--- src/sv/ubdc_pkg.sv ---
`timescale 1ns / 1ps
// Types, constants and the divider step for the UART baud divisor calculator.
// Depends on nothing; used by uart_baud_divisor_calc_core.
package ubdc_pkg;

    localparam int CLK_W    = 28;
    localparam int BAUD_W   = 24;
    localparam int WORD_W   = 16;
    localparam int STATUS_W = 2;

    localparam logic [CLK_W-1:0] FAST_CLK_RESET = 28'd90000000;
    localparam logic [CLK_W-1:0] SLOW_CLK_RESET = 28'd16000000;

    // Configuration register indexes
    localparam int CFG_INDEX_W = 2;
    localparam logic [CFG_INDEX_W-1:0] REG_FAST_CLK = 2'd0;
    localparam logic [CFG_INDEX_W-1:0] REG_SLOW_CLK = 2'd1;

    typedef enum logic [STATUS_W-1:0] {
        STATUS_OK        = 2'd0,
        STATUS_ZERO_BAUD = 2'd1,
        STATUS_SATURATED = 2'd2
    } status_t;

    // Divider: 25*clk over 2*baud or 4*baud
    localparam int NUM_W = CLK_W + 5;
    localparam int DEN_W = BAUD_W + 2;
    localparam int QUO_W = NUM_W;
    localparam int DIV_STEPS_PER_STAGE = 2;

    // Mantissa / fraction split
    localparam int MANT_W  = 12;
    localparam int X_W     = 19;
    localparam int REM_W   = 7;
    localparam int Y_W     = 11;
    localparam int FRAC_W  = 4;
    localparam logic [MANT_W-1:0] MANT_MAX = 12'd4095;
    localparam logic [QUO_W-1:0] SCALED_LIMIT = 33'd409600;   // (MANT_MAX + 1) * 100
    localparam logic [X_W-1:0] HUNDRED = 19'd100;
    localparam logic [Y_W-1:0] ROUND_HALF = 11'd50;
    // floor(v / 100) == (v * RECIP_100) >> RECIP_SHIFT for all v below 2^26 / 36
    localparam int RECIP_W     = 20;
    localparam int RECIP_SHIFT = 26;
    localparam logic [RECIP_W-1:0] RECIP_100 = 20'd671089;
    localparam int PROD_A_W = X_W + RECIP_W;
    localparam int PROD_C_W = Y_W + RECIP_W;

    typedef struct packed {
        logic [BAUD_W-1:0] baud_rate;
        logic              oversample_by_8;
        logic              on_fast_bus;
    } req_t;

    typedef struct packed {
        logic [WORD_W-1:0] divisor_word;
        status_t           status;
    } rsp_t;

    typedef struct packed {
        logic [NUM_W-1:0] num;
        logic [DEN_W-1:0] rem;
        logic [DEN_W-1:0] den;
        logic [QUO_W-1:0] quo;
        logic             over8;
        logic             zero;
    } div_stage_t;

    // One restoring division step: brings in the next dividend bit
    function automatic div_stage_t div_step(div_stage_t d);
        div_stage_t     r;
        logic [DEN_W:0] trial;
        logic           ge;
        r     = d;
        trial = {d.rem, d.num[NUM_W-1]};
        ge    = (trial >= {1'b0, d.den});
        r.num = {d.num[NUM_W-2:0], 1'b0};
        r.quo = {d.quo[QUO_W-2:0], ge};
        r.rem = ge ? DEN_W'(trial - {1'b0, d.den}) : trial[DEN_W-1:0];
        return r;
    endfunction

endpackage

--- src/sv/uart_baud_divisor_calc_core.sv ---
`timescale 1ns / 1ps
// Pipeline: with STEPS_PER_STAGE = 2, a request passes from acceptance to rsp_valid through
//   ceil(33 / STEPS_PER_STAGE) divider stages plus 5 further register stages.
// Throughput: one word per cycle; the restoring divider is fully pipelined,
//   and the whole pipe holds while a result waits at the output.
// Reset: rst_n clears all valid bits and loads the clock registers with
//   90 MHz (fast bus) and 16 MHz (slow bus).
module uart_baud_divisor_calc_core
    import ubdc_pkg::*;
#(
    parameter int STEPS_PER_STAGE = DIV_STEPS_PER_STAGE
) (
    input  logic                   clk,
    input  logic                   rst_n,
    input  logic                   req_valid,
    output logic                   req_ready,
    input  req_t                   req,
    output logic                   rsp_valid,
    input  logic                   rsp_ready,
    output rsp_t                   rsp,
    input  logic                   cfg_valid,
    output logic                   cfg_ready,
    input  logic [CFG_INDEX_W-1:0] cfg_index,
    input  logic [CLK_W-1:0]       cfg_data
);

    localparam int DIV_STAGES = (QUO_W + STEPS_PER_STAGE - 1) / STEPS_PER_STAGE;

    typedef struct packed {
        logic [X_W-1:0]      x;
        logic [PROD_A_W-1:0] prod;
        logic                big;
        logic                over8;
        logic                zero;
    } post_a_t;

    typedef struct packed {
        logic [MANT_W-1:0] mant;
        logic [Y_W-1:0]    y;
        logic              big;
        logic              over8;
        logic              zero;
    } post_b_t;

    typedef struct packed {
        logic [MANT_W-1:0]   mant;
        logic [PROD_C_W-1:0] prod;
        logic                big;
        logic                over8;
        logic                zero;
    } post_c_t;

    logic [CLK_W-1:0] fast_clk_reg;
    logic [CLK_W-1:0] slow_clk_reg;

    logic             adv;

    div_stage_t div_reg [0:DIV_STAGES];
    logic       div_vld_reg [0:DIV_STAGES];
    div_stage_t div_next [0:DIV_STAGES];

    post_a_t post_a_reg, post_a_next;
    post_b_t post_b_reg, post_b_next;
    post_c_t post_c_reg, post_c_next;
    logic    post_a_vld_reg, post_b_vld_reg, post_c_vld_reg;

    rsp_t    rsp_reg, rsp_next;
    logic    rsp_valid_reg;

    // Whole pipe moves together unless the output word is held
    assign adv       = !rsp_valid_reg || rsp_ready;
    assign req_ready = adv;
    assign cfg_ready = 1'b1;
    assign rsp_valid = rsp_valid_reg;
    assign rsp       = rsp_reg;

    always_ff @(posedge clk or negedge rst_n)
    begin
        if (!rst_n)
        begin
            fast_clk_reg <= FAST_CLK_RESET;
            slow_clk_reg <= SLOW_CLK_RESET;
        end
        else if (cfg_valid)
        begin
            case (cfg_index)
                REG_FAST_CLK: fast_clk_reg <= cfg_data;
                REG_SLOW_CLK: slow_clk_reg <= cfg_data;
                default:      ;
            endcase
        end
    end

    // Entry: numerator 25*clk, denominator 4*baud (2*baud for x8)
    always_comb
    begin
        logic [NUM_W-1:0] clk_ext;
        clk_ext = NUM_W'(req.on_fast_bus ? fast_clk_reg : slow_clk_reg);
        div_next[0].num   = (clk_ext << 4) + (clk_ext << 3) + clk_ext;
        div_next[0].den   = req.oversample_by_8 ? {1'b0, req.baud_rate, 1'b0}
                                                : {req.baud_rate, 2'b00};
        div_next[0].rem   = '0;
        div_next[0].quo   = '0;
        div_next[0].over8 = req.oversample_by_8;
        div_next[0].zero  = (req.baud_rate == '0);
    end

    genvar s;
    generate
        for (s = 0; s < DIV_STAGES; s++)
        begin : g_div
            always_comb
            begin
                div_stage_t t;
                t = div_reg[s];
                for (int k = 0; k < STEPS_PER_STAGE; k++)
                begin
                    if (s * STEPS_PER_STAGE + k < QUO_W)
                    begin
                        t = div_step(t);
                    end
                end
                div_next[s+1] = t;
            end
        end
    endgenerate

    always_ff @(posedge clk)
    begin
        if (adv)
        begin
            for (int i = 0; i <= DIV_STAGES; i++)
            begin
                div_reg[i] <= div_next[i];
            end
        end
    end

    always_ff @(posedge clk or negedge rst_n)
    begin
        if (!rst_n)
        begin
            for (int i = 0; i <= DIV_STAGES; i++)
            begin
                div_vld_reg[i] <= 1'b0;
            end
        end
        else if (adv)
        begin
            div_vld_reg[0] <= req_valid;
            for (int i = 1; i <= DIV_STAGES; i++)
            begin
                div_vld_reg[i] <= div_vld_reg[i-1];
            end
        end
    end

    // A: scaled / 100 by reciprocal; anything at or past the limit saturates
    always_comb
    begin
        div_stage_t d;
        d = div_reg[DIV_STAGES];
        post_a_next.big   = (d.quo >= SCALED_LIMIT);
        post_a_next.x     = d.quo[X_W-1:0];
        post_a_next.prod  = PROD_A_W'(d.quo[X_W-1:0]) * PROD_A_W'(RECIP_100);
        post_a_next.over8 = d.over8;
        post_a_next.zero  = d.zero;
    end

    // B: remainder and rounding numerator 16*R + 50 (8*R + 50 for x8)
    always_comb
    begin
        logic [MANT_W-1:0] mant;
        logic [X_W-1:0]    rem_full;
        logic [Y_W-1:0]    rem_ext;
        mant     = post_a_reg.prod[RECIP_SHIFT +: MANT_W];
        rem_full = post_a_reg.x - X_W'(mant) * HUNDRED;
        rem_ext  = Y_W'(rem_full[REM_W-1:0]);
        post_b_next.mant  = mant;
        post_b_next.y     = (post_a_reg.over8 ? (rem_ext << 3) : (rem_ext << 4)) + ROUND_HALF;
        post_b_next.big   = post_a_reg.big;
        post_b_next.over8 = post_a_reg.over8;
        post_b_next.zero  = post_a_reg.zero;
    end

    // C: rounding numerator / 100
    always_comb
    begin
        post_c_next.mant  = post_b_reg.mant;
        post_c_next.prod  = PROD_C_W'(post_b_reg.y) * PROD_C_W'(RECIP_100);
        post_c_next.big   = post_b_reg.big;
        post_c_next.over8 = post_b_reg.over8;
        post_c_next.zero  = post_b_reg.zero;
    end

    // D: fraction carry into mantissa, saturation, packing
    always_comb
    begin
        logic [FRAC_W:0]   frac_raw;
        logic [FRAC_W:0]   full;
        logic              carry;
        logic [FRAC_W-1:0] frac;
        logic [MANT_W:0]   mant_rnd;
        frac_raw = post_c_reg.prod[RECIP_SHIFT +: FRAC_W+1];
        full     = post_c_reg.over8 ? 5'd8 : 5'd16;
        carry    = (frac_raw >= full);
        frac     = carry ? '0 : frac_raw[FRAC_W-1:0];
        mant_rnd = {1'b0, post_c_reg.mant} + (MANT_W+1)'(carry);
        if (post_c_reg.zero)
        begin
            rsp_next.divisor_word = '0;
            rsp_next.status       = STATUS_ZERO_BAUD;
        end
        else if (post_c_reg.big || mant_rnd[MANT_W])
        begin
            rsp_next.divisor_word = {MANT_MAX, post_c_reg.over8 ? 4'h7 : 4'hF};
            rsp_next.status       = STATUS_SATURATED;
        end
        else
        begin
            rsp_next.divisor_word = {mant_rnd[MANT_W-1:0], frac};
            rsp_next.status       = STATUS_OK;
        end
    end

    always_ff @(posedge clk)
    begin
        if (adv)
        begin
            post_a_reg <= post_a_next;
            post_b_reg <= post_b_next;
            post_c_reg <= post_c_next;
            rsp_reg    <= rsp_next;
        end
    end

    always_ff @(posedge clk or negedge rst_n)
    begin
        if (!rst_n)
        begin
            post_a_vld_reg <= 1'b0;
            post_b_vld_reg <= 1'b0;
            post_c_vld_reg <= 1'b0;
            rsp_valid_reg  <= 1'b0;
        end
        else if (adv)
        begin
            post_a_vld_reg <= div_vld_reg[DIV_STAGES];
            post_b_vld_reg <= post_a_vld_reg;
            post_c_vld_reg <= post_b_vld_reg;
            rsp_valid_reg  <= post_c_vld_reg;
        end
    end

endmodule
--- config.mk ---
export PLATFORM = sky130hd
export DESIGN_NAME = uart_baud_divisor_calc_core
export DESIGN_NICKNAME = d
export VERILOG_FILES = /design/src/sv/ubdc_pkg.sv /design/src/sv/uart_baud_divisor_calc_core.sv
export SDC_FILE = /design/constraint.sdc
export NUM_CORES = 2
export LEC_CHECK = 0
export BUFFER_PORTS_ARGS = -buffer_cell sky130_fd_sc_hd__buf_2
export CAP_MARGIN = 25
export CORE_MARGIN = 5
export CORE_UTILIZATION = 59
export CTS_CLUSTER_DIAMETER = 100
export DETAILED_ROUTE_END_ITERATION = 16
export PLACE_DENSITY_LB_ADDON = 0.25
export RECOVER_POWER = 100
export REMOVE_ABC_BUFFERS = 1
export SETUP_SLACK_MARGIN = 0.1
export SLEW_MARGIN = 20
export SYNTH_ARGS = -nofsm -noshare
export SYNTH_HDL_FRONTEND = slang
export SYNTH_SLANG_ARGS = --single-unit
--- constraint.sdc ---
create_clock -name clk -period 53.9 [get_ports clk]
set_input_delay 10.78 -clock clk [delete_from_list [all_inputs] [get_ports clk]]
set_output_delay 10.78 -clock clk [all_outputs]
set_load 0.1 [all_outputs]
==> flow_metrics.py <==
metrics = {
    "global_routing": {
        "antenna_found_initial": 5,
        "grt_max_degree": 168,
        "grt_pass1_wl_microns": 396000,
        "grt_use_total_pct": 25.5,
        "gr-total-overflow": 0,
        "grt_pass1_vias": 74600,
    },
    "routing": {
        "avgRoutedWirePerCell_microns": 20.0,
        "postRouteAntennaNets": 0,
        "initialDrtViolationCount": 5136,
        "finalWirelength_microns": 251000,
        "drc_errors": 0,
        "drt_pre_antenna_iters": 8,
        "vias": 74800,
        "vias_per_cell": 5.95,
    },
    "place": {
        "io_buffers": 80,
        "post-place-ws_ps": 30800,
        "gp_congestion": 0.943,
        "place_hpwl_microns": 195000,
    },
    "synthesis": {
        "synth_ff_type": "edfxtp_1",
        "async_reset_ff_share_pct": 4.78,
        "muxShareOfSynthArea_pct": 6.97,
        "synth_warnings": 0,
        "synth_top_family_by_area": "adder cells",
        "synth_seq_area_share_pct": 44.4,
        "synth-xor-area-share_pct": 5.38,
        "ys_ff_latch": 1632,
        "synthAdderAreaFrac_pct": 16.5,
        "synth_compound_gate_area_share_pct": 13.8,
        "syn_area_sq_mm": 0.109,
        "syn_avg_cell_area_sq_um": 11.2,
        "synth-simple-area-share_pct": 8.63,
        "synthCells": 9785,
        "synth_edf_count": 1554,
        "yosysUniqueCellTypes": 94,
    },
    "cells_and_area": {
        "syn_to_final_growth_pct": 8.19,
        "largest_reg_flops": 1471,
        "drive_gt1_share_pct": 9.62,
        "final_nets": 11300,
        "n_fill_cell": 14400,
    },
    "floorplanning": {
        "die-area_sq_mm": 0.194,
        "die_y_microns": 441,
        "num_io_pins": 82,
        "core-area_sq_mm": 0.185,
        "dieWidth_microns": 441,
        "rows": 158,
        "initial_core_util_pct": 59.2,
    },
    "sta": {
        "fin_crit_sh_pct": 52.5,
        "fmax_mhz": 35.3,
        "slew_violations": 2230,
        "slew_headroom_pct": -484,
        "worst_slack_ps": 25580,
        "min_period_ps": 28320,
        "clock_skew_ps": 57.4,
        "finalSetupTns_ps": 0,
        "setup_viol": 0,
        "hold_viol_final": 0,
        "rsz0062_at_grt": "no",
        "worstMarginPinSlew_ps": 8770,
    },
    "worst_setup_path": {
        "reg2reg_to": "div_reg[14][40]",
        "required_ps": 54230,
        "reg2reg_setup_slack_ps": 35120,
        "start_kind": "primary input",
        "end_kind": "register",
        "criticalPathCategory": "primary input to register",
        "crit_fanout": 167,
        "ff2ff_path_depth": 7,
        "worstPathArrival_ps": 28650,
        "r2r_start": "rsp_valid",
    },
    "clock_network": {
        "cts_buffer_depth": 3,
        "clk_latency_ps": 860,
        "cts_hold_buffers": 0,
        "cts_root_buf": "clkbuf_16",
        "post_cts_buffers": 0,
        "cts_tree": "built",
        "cts_buffers": 173,
        "clock-sinks": 1632,
        "cts.repair.resized": 0,
        "cts.clk_slew.worst_paths_ps": 60,
        "h-tree-depth": 4,
    },
    "worst_hold_path": {
        "holdPathStages": 0,
        "hp-class": "register to register",
        "min_to": "div_reg[5][1]",
        "worstHoldStart": "div_reg[4][1]",
    },
    "run": {
        "cap_violations": 42,
    },
    "outcome": {
        "run_status": "complete, but fails checks",
        "violations": "capacitance limit, slew limit",
    },
}
layer usage:
metal  vias to the layer above  GRT usage, %  part of all wire [%]
li1                      36300             -                     -
met5                         -             0                0.0032
met1                     36100          33.1                    43
met4                         2          11.2                   4.8
met3                       487          3.57                   5.0
met2                      1931          43.0                    48
cell families (layout without fill, tap and decap cells):
| family | count (synthesis) | in the layout |
|---|---|---|
| compound gates | 2343 | 2343 |
| simple gates | 1927 | 1927 |
| flops | 1632 | 1632 |
| fa+ha+maj | 1315 | 1315 |
| buf+inv | 1210 | 1508 |
| mux | 685 | 685 |
| xor+xnor | 672 | 672 |
| other cells | 1 | 4 |
cell usage in the layout (no fill, tap or decap), types with 75 or more instances in the layout:
master / synthesis / layout
a211oi_1: 78 / 79
a21o_1: 382 / 382
a21oi_1: 724 / 724
and3_1: 75 / 75
clkbuf_1: 107 / 115
clkbuf_16: 0 / 173
edfxtp_1: 1554 / 1554
fa_1: 221 / 221
ha_1: 1094 / 1094
inv_1: 1035 / 1037
mux2_2: 613 / 556
nand2_1: 514 / 514
nand2b_1: 92 / 92
nand3_1: 157 / 157
nand4_1: 110 / 110
nor2_1: 441 / 441
nor2b_1: 115 / 115
nor3_1: 149 / 149
o21a_1: 115 / 115
o21ai_0: 450 / 454
o21bai_1: 81 / 81
xnor2_1: 445 / 445
xor2_1: 227 / 227
worst max path at each step:
| stage | slack, ps | cells past startpoint | to | start |
|---|---|---|---|---|
| floorplan | 1610 | 2 | req_ready | rsp_ready |
| global route | 23540 | 8 | div_reg[14][40] | rsp_ready |
| detailed placement | 30800 | 5 | req_ready | rsp_ready |
| finish | 25580 | 8 | div_reg[14][40] | rsp_ready |
| global placement | 30370 | 4 | req_ready | rsp_ready |
| CTS | 30790 | 5 | req_ready | rsp_ready |
critical path, stage by stage:
cell and delay (ps):
buf_2 70, nor2b_1 140, clkbuf_1 370, clkinvlp_2 2940, clkbuf_1 2200, clkbuf_1 2520, clkbuf_1 6270, clkbuf_1 3060
final cells by class:
class | count | area [sq um] | share of cell area (%)
multi-input combinational | 6943 | 56100 | 47.4
sequential | 1632 | 48600 | 41.1
clock buffer | 208 | 4460 | 3.77
inverter | 1039 | 3900 | 3.29
tap | 2480 | 3100 | 2.62
clock inverter | 114 | 1510 | 1.28
timing repair buffer | 147 | 656 | 0.554
antenna | 3 | 7.51 | 0.00634
cells in the mapped netlist (32+ instances only):
cell type | instances | area [sq um]
or3_1 | 42 | 263
dfrtp_1 | 60 | 1500
nand3_1 | 157 | 786
o21a_1 | 115 | 863
mux2_2 | 613 | 6900
and3_1 | 75 | 469
nor3_1 | 149 | 746
a31oi_1 | 71 | 444
a211o_1 | 32 | 280
ha_1 | 1094 | 13700
o21bai_1 | 81 | 608
nand2b_1 | 92 | 576
clkbuf_1 | 107 | 402
a21boi_0 | 45 | 338
inv_1 | 1035 | 3880
buf_2 | 38 | 190
or2_2 | 34 | 213
nand2_1 | 514 | 1930
o31ai_1 | 48 | 360
edfxtp_1 | 1554 | 46700
nand4_1 | 110 | 688
o21ai_0 | 450 | 2250
o211ai_1 | 42 | 315
a21oi_1 | 724 | 3620
mux2i_1 | 63 | 631
nor2_1 | 441 | 1660
xor2_1 | 227 | 1990
a211oi_1 | 78 | 586
nor2b_1 | 115 | 719
nor4_1 | 52 | 325
fa_1 | 221 | 4420
a21o_1 | 382 | 2870
xnor2_1 | 445 | 3900
and2_1 | 66 | 413
metrics by stage:
stage	area, sq um	hold slack, ps	instances	utilization [%]
CTS	119000	356	12600	64.2
global route	118000	356	12600	64.0
finish	118000	362	12600	64.0
global placement	113000	400	12200	60.9
floorplan	109000	400	9614	-
detailed placement	113000	405	12200	61.0
Power is not shown: default switching activity piles up to over one toggle a cycle in this logic, so the estimate is an artifact.
